==> config.mk <==
export PLATFORM = sky130hd
export DESIGN_NAME = software_timer_table
export DESIGN_NICKNAME = d
export VERILOG_FILES = /design/src/rtl/stt_pkg.sv /design/src/rtl/software_timer_table.sv /design/src/rtl/stt_ctrl.sv /design/src/rtl/stt_dp.sv
export SDC_FILE = /design/constraint.sdc
export NUM_CORES = 1
export LEC_CHECK = 0
export BUFFER_PORTS_ARGS = -buffer_cell sky130_fd_sc_hd__buf_2
export CORE_UTILIZATION = 49
export CTS_CLUSTER_SIZE = 8
export DETAILED_ROUTE_END_ITERATION = 7
export SLEW_MARGIN = 10
export SYNTH_ARGS = -nofsm -noshare
export SYNTH_HDL_FRONTEND = slang
export SYNTH_SLANG_ARGS = --single-unit
==> constraint.sdc <==
create_clock -name aclk -period 16.7 [get_ports aclk]
set_clock_uncertainty 0.15 [all_clocks]
set_input_delay 0 -clock aclk [delete_from_list [all_inputs] [get_ports aclk]]
set_output_delay 0 -clock aclk [all_outputs]
set_load 0.1 [all_outputs]
==> src/rtl/stt_pkg.sv <==
package stt_pkg;

    localparam int SLOTS_DEF     = 16;
    localparam int TICK_UNIT_DEF = 100;

    localparam int MODE_W    = 2;
    localparam int DUR_W     = 16;
    localparam int SLOT_W    = 4;
    localparam int KIND_W    = 3;

    localparam int S_TDATA_W = 24;
    localparam int M_TDATA_W = 8;

    typedef enum logic [MODE_W-1:0] {
        MODE_TICK  = 2'd0,
        MODE_REG   = 2'd1,
        MODE_UNREG = 2'd2
    } mode_t;

    typedef enum logic [KIND_W-1:0] {
        KIND_REGISTERED   = 3'd0,
        KIND_TOO_SHORT    = 3'd1,
        KIND_TABLE_FULL   = 3'd2,
        KIND_REMOVED      = 3'd3,
        KIND_NOT_FOUND    = 3'd4,
        KIND_FIRED_RELOAD = 3'd5,
        KIND_FIRED_FREED  = 3'd6
    } kind_t;

    typedef enum logic [2:0] {
        S_IDLE,
        S_DIV,
        S_REG,
        S_UNREG,
        S_SWEEP,
        S_FLUSH
    } state_t;

    typedef struct packed {
        logic             reloads;
        logic [DUR_W-1:0] reload_value;
        logic [DUR_W-1:0] remaining;
    } row_t;

    typedef struct packed {
        logic load;
        logic div_step;
        logic reg_commit;
        logic unreg_commit;
        logic sweep_start;
        logic sweep_run;
        logic flush;
    } cmd_t;

    typedef struct packed {
        logic div_done;
        logic out_free;
        logic sweep_done;
        logic pend_vld;
    } status_t;

endpackage

==> src/rtl/software_timer_table.sv <==
// register: duration divided by TICK_UNIT by reciprocal multiply in S_DIV, committed in S_REG
// unregister: the latched beat is committed in S_UNREG
// tick: one slot per cycle via the timer row memory (one read, one write) unless a fire stalls
// a fire result waits for the next fire or the flush to set tlast; results stall on m_tready
// a new beat is taken as soon as the previous one is done, while its result may still wait
// synchronous active-low reset clears all slots to free; timer rows need no clearing pass
module software_timer_table #(
    parameter int SLOTS     = stt_pkg::SLOTS_DEF,
    parameter int TICK_UNIT = stt_pkg::TICK_UNIT_DEF
) (
    input  logic                           aclk,
    input  logic                           aresetn,
    input  logic                           s_tvalid,
    output logic                           s_tready,
    input  logic [stt_pkg::S_TDATA_W-1:0]  s_tdata,   // duration[15:0], periodic, slot_id[3:0]
    input  logic [stt_pkg::MODE_W-1:0]     s_tuser,   // mode
    output logic                           m_tvalid,
    input  logic                           m_tready,
    output logic [stt_pkg::M_TDATA_W-1:0]  m_tdata,   // slot[3:0]
    output logic [stt_pkg::KIND_W-1:0]     m_tuser,   // kind
    output logic                           m_tlast
);
    import stt_pkg::*;

    cmd_t    cmd;
    status_t status;

    stt_ctrl u_ctrl (
        .aclk     (aclk),
        .aresetn  (aresetn),
        .s_tvalid (s_tvalid),
        .s_tready (s_tready),
        .mode     (s_tuser),
        .cmd      (cmd),
        .status   (status)
    );

    stt_dp #(
        .SLOTS     (SLOTS),
        .TICK_UNIT (TICK_UNIT)
    ) u_dp (
        .aclk     (aclk),
        .aresetn  (aresetn),
        .s_tdata  (s_tdata),
        .cmd      (cmd),
        .status   (status),
        .m_tvalid (m_tvalid),
        .m_tready (m_tready),
        .m_tdata  (m_tdata),
        .m_tuser  (m_tuser),
        .m_tlast  (m_tlast)
    );

endmodule

==> src/rtl/stt_ctrl.sv <==
module stt_ctrl (
    input  logic                        aclk,
    input  logic                        aresetn,
    input  logic                        s_tvalid,
    output logic                        s_tready,
    input  logic [stt_pkg::MODE_W-1:0]  mode,
    output stt_pkg::cmd_t               cmd,
    input  stt_pkg::status_t            status
);
    import stt_pkg::*;

    state_t state_reg;
    state_t state_next;

    always_ff @(posedge aclk) begin
        if (!aresetn) begin
            state_reg <= S_IDLE;
        end else begin
            state_reg <= state_next;
        end
    end

    always_comb begin
        state_next = state_reg;
        cmd        = '0;
        s_tready   = 1'b0;
        unique case (state_reg)
            S_IDLE: begin
                s_tready = 1'b1;
                if (s_tvalid) begin
                    cmd.load = 1'b1;
                    case (mode_t'(mode))
                        MODE_TICK: begin
                            cmd.sweep_start = 1'b1;
                            state_next      = S_SWEEP;
                        end
                        MODE_REG:   state_next = S_DIV;
                        MODE_UNREG: state_next = S_UNREG;
                        default:    state_next = S_IDLE;
                    endcase
                end
            end
            S_DIV: begin
                cmd.div_step = 1'b1;
                if (status.div_done) begin
                    state_next = S_REG;
                end
            end
            S_REG: begin
                if (status.out_free) begin
                    cmd.reg_commit = 1'b1;
                    state_next     = S_IDLE;
                end
            end
            S_UNREG: begin
                if (status.out_free) begin
                    cmd.unreg_commit = 1'b1;
                    state_next       = S_IDLE;
                end
            end
            S_SWEEP: begin
                cmd.sweep_run = 1'b1;
                if (status.sweep_done) begin
                    state_next = S_FLUSH;
                end
            end
            S_FLUSH: begin
                if (!status.pend_vld) begin
                    state_next = S_IDLE;
                end else if (status.out_free) begin
                    cmd.flush  = 1'b1;
                    state_next = S_IDLE;
                end
            end
            default: state_next = S_IDLE;
        endcase
    end

    // a tick must have flushed its held result before the next beat is taken
    assert property (@(posedge aclk) disable iff (!aresetn)
        (state_reg == S_IDLE) |-> !status.pend_vld)
        else $error("held fire result left behind at idle");

endmodule

==> src/rtl/stt_dp.sv <==
module stt_dp #(
    parameter int SLOTS     = stt_pkg::SLOTS_DEF,
    parameter int TICK_UNIT = stt_pkg::TICK_UNIT_DEF
) (
    input  logic                           aclk,
    input  logic                           aresetn,
    input  logic [stt_pkg::S_TDATA_W-1:0]  s_tdata,
    input  stt_pkg::cmd_t                  cmd,
    output stt_pkg::status_t               status,
    output logic                           m_tvalid,
    input  logic                           m_tready,
    output logic [stt_pkg::M_TDATA_W-1:0]  m_tdata,
    output logic [stt_pkg::KIND_W-1:0]     m_tuser,
    output logic                           m_tlast
);
    import stt_pkg::*;

    localparam int SW = (SLOTS > 1) ? $clog2(SLOTS) : 1;
    localparam int CW = $clog2(SLOTS + 1);
    localparam int QS      = DUR_W + $clog2(TICK_UNIT);
    localparam int RECIP_W = DUR_W + 1;
    localparam int PROD_W  = DUR_W + RECIP_W;
    localparam longint RECIP = ((longint'(1) << QS) + longint'(TICK_UNIT) - 1)
                               / longint'(TICK_UNIT);

    function automatic logic [SLOT_W-1:0] to_slot(input logic [SW-1:0] idx);
        logic [SW+SLOT_W-1:0] wide;
        wide = {{SLOT_W{1'b0}}, idx};
        return wide[SLOT_W-1:0];
    endfunction

    // latched beat
    logic [DUR_W-1:0]     q_reg;
    logic                 periodic_reg;
    logic [SLOT_W-1:0]    slot_id_reg;
    logic                 short_reg;

    // timer state
    logic [SLOTS-1:0]     active_reg;
    logic [SLOTS-1:0]     active_next;
    row_t                 mem [SLOTS];
    logic [SW-1:0]        free_reg;
    logic [SW-1:0]        free_next;
    logic                 full_reg;

    // sweep pipeline
    logic [CW-1:0]        rd_idx_reg;
    logic                 s_vld_reg;
    logic [SW-1:0]        s_idx_reg;
    row_t                 rd_row_reg;
    logic                 pend_vld_reg;
    kind_t                pend_kind_reg;
    logic [SLOT_W-1:0]    pend_slot_reg;

    // output register
    logic                 m_tvalid_reg;
    kind_t                out_kind_reg;
    logic [SLOT_W-1:0]    out_slot_reg;
    logic                 out_last_reg;

    logic [PROD_W-1:0]    prod;
    logic [SLOTS-1:0]     hit;
    logic                 found;
    logic                 stage_act;
    logic [DUR_W-1:0]     rem_dec;
    logic                 fire;
    logic                 stall;
    logic                 adv;
    logic                 out_free;
    logic                 mem_we;
    logic [SW-1:0]        mem_waddr;
    row_t                 mem_wdata;
    logic                 emit;
    kind_t                e_kind;
    logic [SLOT_W-1:0]    e_slot;
    logic                 e_last;

    assign out_free = !m_tvalid_reg || m_tready;

    // quotient by reciprocal multiplication, exact over the whole duration range
    assign prod = PROD_W'(q_reg) * PROD_W'(RECIP);

    always_ff @(posedge aclk) begin
        if (cmd.load) begin
            q_reg        <= s_tdata[DUR_W-1:0];
            periodic_reg <= s_tdata[DUR_W];
            slot_id_reg  <= s_tdata[DUR_W+SLOT_W:DUR_W+1];
            short_reg    <= s_tdata[DUR_W-1:0] < DUR_W'(TICK_UNIT);
        end else if (cmd.div_step) begin
            q_reg <= DUR_W'(prod >> QS);
        end
    end

    // lowest free slot
    always_comb begin
        free_next = '0;
        for (int i = SLOTS - 1; i >= 0; i--) begin
            if (!active_reg[i]) begin
                free_next = SW'(i);
            end
        end
    end

    always_ff @(posedge aclk) begin
        free_reg <= free_next;
        full_reg <= &active_reg;
    end

    always_comb begin
        for (int i = 0; i < SLOTS; i++) begin
            hit[i] = (int'(slot_id_reg) == i);
        end
    end
    assign found = |(hit & active_reg);

    // sweep stage
    assign stage_act = s_vld_reg && active_reg[s_idx_reg];
    assign rem_dec   = rd_row_reg.remaining - 1'b1;
    assign fire      = stage_act && (rem_dec == '0);
    assign stall     = fire && pend_vld_reg && !out_free;
    assign adv       = cmd.sweep_run && !stall;

    always_comb begin
        active_next = active_reg;
        mem_we      = 1'b0;
        mem_waddr   = s_idx_reg;
        mem_wdata   = rd_row_reg;
        if (cmd.reg_commit && !short_reg && !full_reg) begin
            active_next[free_reg]  = 1'b1;
            mem_we                 = 1'b1;
            mem_waddr              = free_reg;
            mem_wdata.reloads      = periodic_reg;
            mem_wdata.reload_value = q_reg;
            mem_wdata.remaining    = q_reg;
        end else if (cmd.unreg_commit) begin
            active_next = active_reg & ~hit;
        end else if (adv && stage_act) begin
            mem_we              = 1'b1;
            mem_wdata.remaining = (fire && rd_row_reg.reloads) ?
                                  rd_row_reg.reload_value : rem_dec;
            if (fire && !rd_row_reg.reloads) begin
                active_next[s_idx_reg] = 1'b0;
            end
        end
    end

    always_ff @(posedge aclk) begin
        if (!aresetn) begin
            active_reg <= '0;
        end else begin
            active_reg <= active_next;
        end
    end

    always_ff @(posedge aclk) begin
        if (mem_we) begin
            mem[mem_waddr] <= mem_wdata;
        end
    end

    always_ff @(posedge aclk) begin
        if (adv && rd_idx_reg < CW'(SLOTS)) begin
            rd_row_reg <= mem[rd_idx_reg[SW-1:0]];
            s_idx_reg  <= rd_idx_reg[SW-1:0];
        end
    end

    always_ff @(posedge aclk) begin
        if (!aresetn) begin
            rd_idx_reg <= '0;
            s_vld_reg  <= 1'b0;
        end else if (cmd.sweep_start) begin
            rd_idx_reg <= '0;
            s_vld_reg  <= 1'b0;
        end else if (adv) begin
            if (rd_idx_reg < CW'(SLOTS)) begin
                rd_idx_reg <= rd_idx_reg + 1'b1;
                s_vld_reg  <= 1'b1;
            end else begin
                s_vld_reg <= 1'b0;
            end
        end
    end

    // one fire result is held back until the next shows whether it is the final one
    always_ff @(posedge aclk) begin
        if (!aresetn) begin
            pend_vld_reg <= 1'b0;
        end else if (cmd.sweep_start || cmd.flush) begin
            pend_vld_reg <= 1'b0;
        end else if (adv && fire) begin
            pend_vld_reg <= 1'b1;
        end
    end

    always_ff @(posedge aclk) begin
        if (adv && fire) begin
            pend_kind_reg <= rd_row_reg.reloads ? KIND_FIRED_RELOAD : KIND_FIRED_FREED;
            pend_slot_reg <= to_slot(s_idx_reg);
        end
    end

    always_comb begin
        emit   = 1'b0;
        e_kind = KIND_REGISTERED;
        e_slot = '0;
        e_last = 1'b1;
        if (cmd.reg_commit) begin
            emit = 1'b1;
            if (short_reg) begin
                e_kind = KIND_TOO_SHORT;
            end else if (full_reg) begin
                e_kind = KIND_TABLE_FULL;
            end else begin
                e_slot = to_slot(free_reg);
            end
        end else if (cmd.unreg_commit) begin
            emit   = 1'b1;
            e_kind = found ? KIND_REMOVED : KIND_NOT_FOUND;
            e_slot = slot_id_reg;
        end else if (adv && fire && pend_vld_reg) begin
            emit   = 1'b1;
            e_kind = pend_kind_reg;
            e_slot = pend_slot_reg;
            e_last = 1'b0;
        end else if (cmd.flush) begin
            emit   = 1'b1;
            e_kind = pend_kind_reg;
            e_slot = pend_slot_reg;
        end
    end

    always_ff @(posedge aclk) begin
        if (!aresetn) begin
            m_tvalid_reg <= 1'b0;
        end else if (emit) begin
            m_tvalid_reg <= 1'b1;
        end else if (m_tready) begin
            m_tvalid_reg <= 1'b0;
        end
    end

    always_ff @(posedge aclk) begin
        if (emit) begin
            out_kind_reg <= e_kind;
            out_slot_reg <= e_slot;
            out_last_reg <= e_last;
        end
    end

    assign m_tvalid = m_tvalid_reg;
    assign m_tuser  = out_kind_reg;
    assign m_tdata  = {{(M_TDATA_W-SLOT_W){1'b0}}, out_slot_reg};
    assign m_tlast  = out_last_reg;

    assign status.div_done   = 1'b1;
    assign status.out_free   = out_free;
    assign status.sweep_done = (rd_idx_reg == CW'(SLOTS)) && !s_vld_reg;
    assign status.pend_vld   = pend_vld_reg;

    assert property (@(posedge aclk) disable iff (!aresetn)
        (m_tvalid_reg && !m_tready) |-> !emit)
        else $error("result beat overwritten while stalled");

    assert property (@(posedge aclk) disable iff (!aresetn)
        (cmd.reg_commit && !short_reg && !full_reg) |-> !active_reg[free_reg])
        else $error("timer loaded into a busy slot");

    assert property (@(posedge aclk) disable iff (!aresetn)
        (adv && stage_act && !(fire && !rd_row_reg.reloads))
        |=> (mem[$past(s_idx_reg)].remaining != '0))
        else $error("active timer left with zero count");

endmodule

==> results <==
- The flow ran to the end, and the final reports show no timing, DRC or antenna violations.
- The tightest min-delay check is of the in2reg type.
- The number of setup buffers added after CTS is 0.
- The core region is 60800 sq um.
- The element type at the critical path end is a flop.
- The detail route stage leaves a number of antenna-violating nets equal to 0.
- The classification of the worst setup path is reg2reg.
- The setup-violating endpoint count in the final report is 0.
- The routed design could run at a clock period as short as 6.78 ns.
- The relative slew slack is 0.215.
- The floorplan die area is 63000 sq um.
- The count of inserted antenna diode cells is 0.
- The pre-antenna-repair detailed-routing pass consisted of 5 iterations.
- Across every metal layer, demand over resource in global routing totals 0.232.
- The register clock-pin slew on the reported worst setup and hold paths is 0.05 ns.
- The register with the most flip-flops in the layout has 528 of them.
- The I/O pin count is 44.
- For the worst setup path, the data arrival time is 6.95 ns.
- The reg-to-reg critical path endpoint is u_dp.q_reg[7].
- The number of global-route vias before repair was 17200.
- The final layout contains routed wiring with a total length of 70900 um.
- Once layout is complete, the utilization of the core stands at 0.566.
- The detailed router placed 16500 vias in this run.
- By instance count, the cell type seen most on the critical path is sky130_fd_sc_hd__fa_1.
- After clock tree synthesis, the repair step resized 0 gates.
- The deepest clock path buffer count is 3.
- The initial cell density of the core is 0.499.
- The total standard cell area after synthesis is 30400 sq um.
- Once placement completed, the tool counted placed cells totaling 2613.
- The slowest stage of the critical path is the sky130_fd_sc_hd__fa_1 cell.
- The TritonCTS sink count is 633.
- The clock tree synthesis step divided the H-tree into 3 levels.
- The fill cell total of the finished layout is 4703.
- The global placer's final weighted congestion is 0.843.
- The clock tree root buffer cell is sky130_fd_sc_hd__clkbuf_16.
- The top cell type's share of synthesized area is 0.594.
- For flop-to-flop paths, the worst setup slack is 9.92 ns.
- The worst reg-to-reg path cell count is 19.
- The floorplan die height is 251 um.
- In the synthesized netlist, the number of instances is 1834.
- Relative to the synthesized area, the layout overhead comes to 13.3%.
- In the final layout, the share of cells above drive strength 1 is 0.200.
- The cell type with the largest total area after synthesis is sky130_fd_sc_hd__edfxtp_1.
- The launch point of the worst reg-to-reg path is u_dp.q_reg[1].
- The number of standard cells in the layout, taps in and fillers out is 2760.
- Counting both buffers and inverters, the worst setup path holds a total of 4.
- The number of antenna violations at the first check in global routing is 0.
- Data on the critical path is required at its endpoint by 16.86 ns.
- Entering global routing, the biggest net connects 114 pins.
- Yosys printed 0 warnings.
- The number of design-rule violations left by the first detailed-router iteration is 1390.
- Dividing the detail-routed via count by the number of cells gives 5.98.
- For this run, design rule violations remaining after detail routing come to 0.
- The worst hold path passes through 4 cells.
- Global routing finished with a remaining overflow of 0.
- The launch instance of the worst min-delay path is s_tdata[0].
- The summed negative setup slack over all endpoints is 0 ns.
- The number of I/O port buffers is 36.
- The CTS tree is built.
- Setup repair after global routing left no endpoint under its margin.
- The endpoint of the worst hold path is u_dp.q_reg[0].
- Traced cell by cell, the critical path runs through fa_1, inv_1, fa_1, inv_1, fa_1, ha_1, fa_1, inv_1, fa_1, inv_1, ha_1, or3_1, or4_1, o221ai_1, a41oi_1, a211oi_1, o21ai_0, xnor2_1, o21ai_0.
- Across the run, the number of max-cap violations was 0.
- Setup slack on the critical path of the routed design comes to 9.92 ns.
- In this run the mean area of a mapped cell was 16.6 sq um.
- The post-synthesis sequential area ratio is 0.615.
- The placed wire-length estimate after detailed placement is 40100 um.
- Synthesis instantiated 79 different standard cells from the library.
- The hold violation count in the final report is 0.
- STA classifies the critical path startpoint as a flop.
- The actual slew at the worst max-slew pin is 1.17 ns.
- The share of flip-flops with an asynchronous set or reset after synthesis is 0.
- In the final routed layout, each cell accounts on average for 25.7 um.
- Of all nets on the critical path, the largest fanout is 6.
- Among all flip-flop cells after synthesis, the most frequent one is sky130_fd_sc_hd__edfxtp_1.
- Broken down by cell family, the worst path's largest delay share belongs to adder cells.
- After the last flow step, the layout net total stands at 2226.
- The synthesis-stage register bit count is 633.
- The placement row count is 90.
- The insertion delay of the later-clocked pin in the worst-skew pair is 0.63 ns.
- The number of buffers inserted during clock tree synthesis is 89.
- The max-slew violation count is 0.
- The largest single stage delay on the critical path is 0.71 ns.
- In the finished design, the share of the clock period the worst path needs comes to 0.406.
- The synthesized design contains 601 enable-type register cells.
- Measured along the x axis, the die boundary spans 251 um.
- Based on the critical path, the design can be clocked at up to 147 MHz.
- By area the synthesized netlist is led by sky130_fd_sc_hd__edfxtp_1 (59%), sky130_fd_sc_hd__mux4_2 (13%), sky130_fd_sc_hd__fa_1 (6.4%).
- Timing analysis after detailed placement gives a worst setup slack of 9.89 ns.
- The first global-routing pass estimated 107000 um of wire.
per-layer routing:
layer | GRT usage | wire, um
met1 | 0.329 | 31100
met2 | 0.381 | 34700
met3 | 0.0342 | 3900
met4 | 0.0568 | 1250
met5 | 0 | 0
logic make-up (layout without fill, tap and decap cells):
logic type | Yosys count | in the layout | synth area share
other cells | 1 | 4 | 0.000124
xor+xnor | 14 | 14 | 0.00404
compound gates | 210 | 210 | 0.0469
fa+ha+maj | 236 | 236 | 0.121
simple gates | 290 | 290 | 0.0484
mux | 175 | 175 | 0.129
flops | 633 | 633 | 0.615
buf+inv | 275 | 416 | 0.0354
area by class of cell:
type / count / area [sq um] / area share
inverter: 201 / 754 / 0.0219
clock inverter: 8 / 141 / 0.00411
tap: 782 / 978 / 0.0284
sequential: 633 / 18700 / 0.543
timing repair buffer: 106 / 813 / 0.0236
multi-input combinational: 929 / 10800 / 0.312
clock buffer: 101 / 2270 / 0.0660
cell usage after synthesis, types with 7 or more instances:
master and number:
sky130_fd_sc_hd__edfxtp_1 601, sky130_fd_sc_hd__inv_1 201, sky130_fd_sc_hd__mux4_2 172, sky130_fd_sc_hd__ha_1 139
sky130_fd_sc_hd__nand2_1 99, sky130_fd_sc_hd__fa_1 97, sky130_fd_sc_hd__nor2_1 66, sky130_fd_sc_hd__o21ai_0 53
sky130_fd_sc_hd__clkbuf_1 47, sky130_fd_sc_hd__a21oi_1 33, sky130_fd_sc_hd__dfxtp_1 32, sky130_fd_sc_hd__nand3_1 19
sky130_fd_sc_hd__nor3_1 19, sky130_fd_sc_hd__buf_1 16, sky130_fd_sc_hd__o21ai_1 14, sky130_fd_sc_hd__nand4_1 13
sky130_fd_sc_hd__and3_1 12, sky130_fd_sc_hd__o211ai_1 12, sky130_fd_sc_hd__a21o_1 11, sky130_fd_sc_hd__a31oi_1 11
sky130_fd_sc_hd__a211oi_1 10, sky130_fd_sc_hd__xnor2_1 10, sky130_fd_sc_hd__a21boi_0 8, sky130_fd_sc_hd__nor4_1 8
sky130_fd_sc_hd__or2_2 8, sky130_fd_sc_hd__nand2b_1 7
layout by cell type (no fill, tap or decap), drive strengths merged, types with 7 or more instances in the layout:
| master | instances |
|---|---|
| o21ai | 69 |
| and3 | 12 |
| clkbuf | 101 |
| a211oi | 10 |
| a21boi | 8 |
| nor2 | 67 |
| inv | 205 |
| a21oi | 34 |
| edfxtp | 601 |
| buf | 68 |
| o211ai | 12 |
| nand2 | 99 |
| a31oi | 11 |
| dlygate4sd3 | 38 |
| o21a | 7 |
| xnor2 | 10 |
| mux4 | 172 |
| or4 | 7 |
| fa | 97 |
| or2 | 9 |
| ha | 139 |
| nand2b | 7 |
| nand4 | 14 |
| nor4 | 10 |
| dfxtp | 32 |
| a21o | 11 |
| nor3 | 20 |
| nand3 | 19 |
what timing repair did:
action                     CTS  global route
hold buffers                38             0
setup endpoints to repair    0             0
hold endpoints to repair    67             0
worst reg2reg max path, delay by kind of cell, from the launching register on:
family,cells,cell delay [ns]
xor gates and xnor gates,1,0.15
DFF,1,0.62
and+or+nand+nor,2,0.80
AOI/OAI and AO/OA,5,1.42
adders and majority gates,7,3.13
buffers and inverters,4,0.23
worst max-delay path by stage:
stage	from	endpoint	depth (start not counted)
6_report	u_dp.q_reg[1]	u_dp.q_reg[7]	19
5_1_grt	u_dp.q_reg[1]	u_dp.q_reg[7]	19
4_1_cts	u_dp.q_reg[1]	u_dp.q_reg[7]	19
3_5_place_dp	u_dp.q_reg[2]	u_dp.q_reg[7]	19
3_3_place_gp	u_dp.q_reg[1]	u_dp.q_reg[7]	19
2_1_floorplan	u_dp.q_reg[1]	u_dp.q_reg[7]	19
through the flow:
| step | hold slack (ns) | area [sq um] |
|---|---|---|
| CTS | 0.0605 | 34400 |
| detailed placement | 0.0284 | 31600 |
| floorplan | -0.0511 | 30400 |
| finish | 0.0910 | 34400 |
| global route | 0.0825 | 34400 |
| global placement | 0.0306 | 31600 |
Power is left out: the tool's default activity adds up to more than one toggle a clock period on the data nets, which glitch-free logic cannot reach.
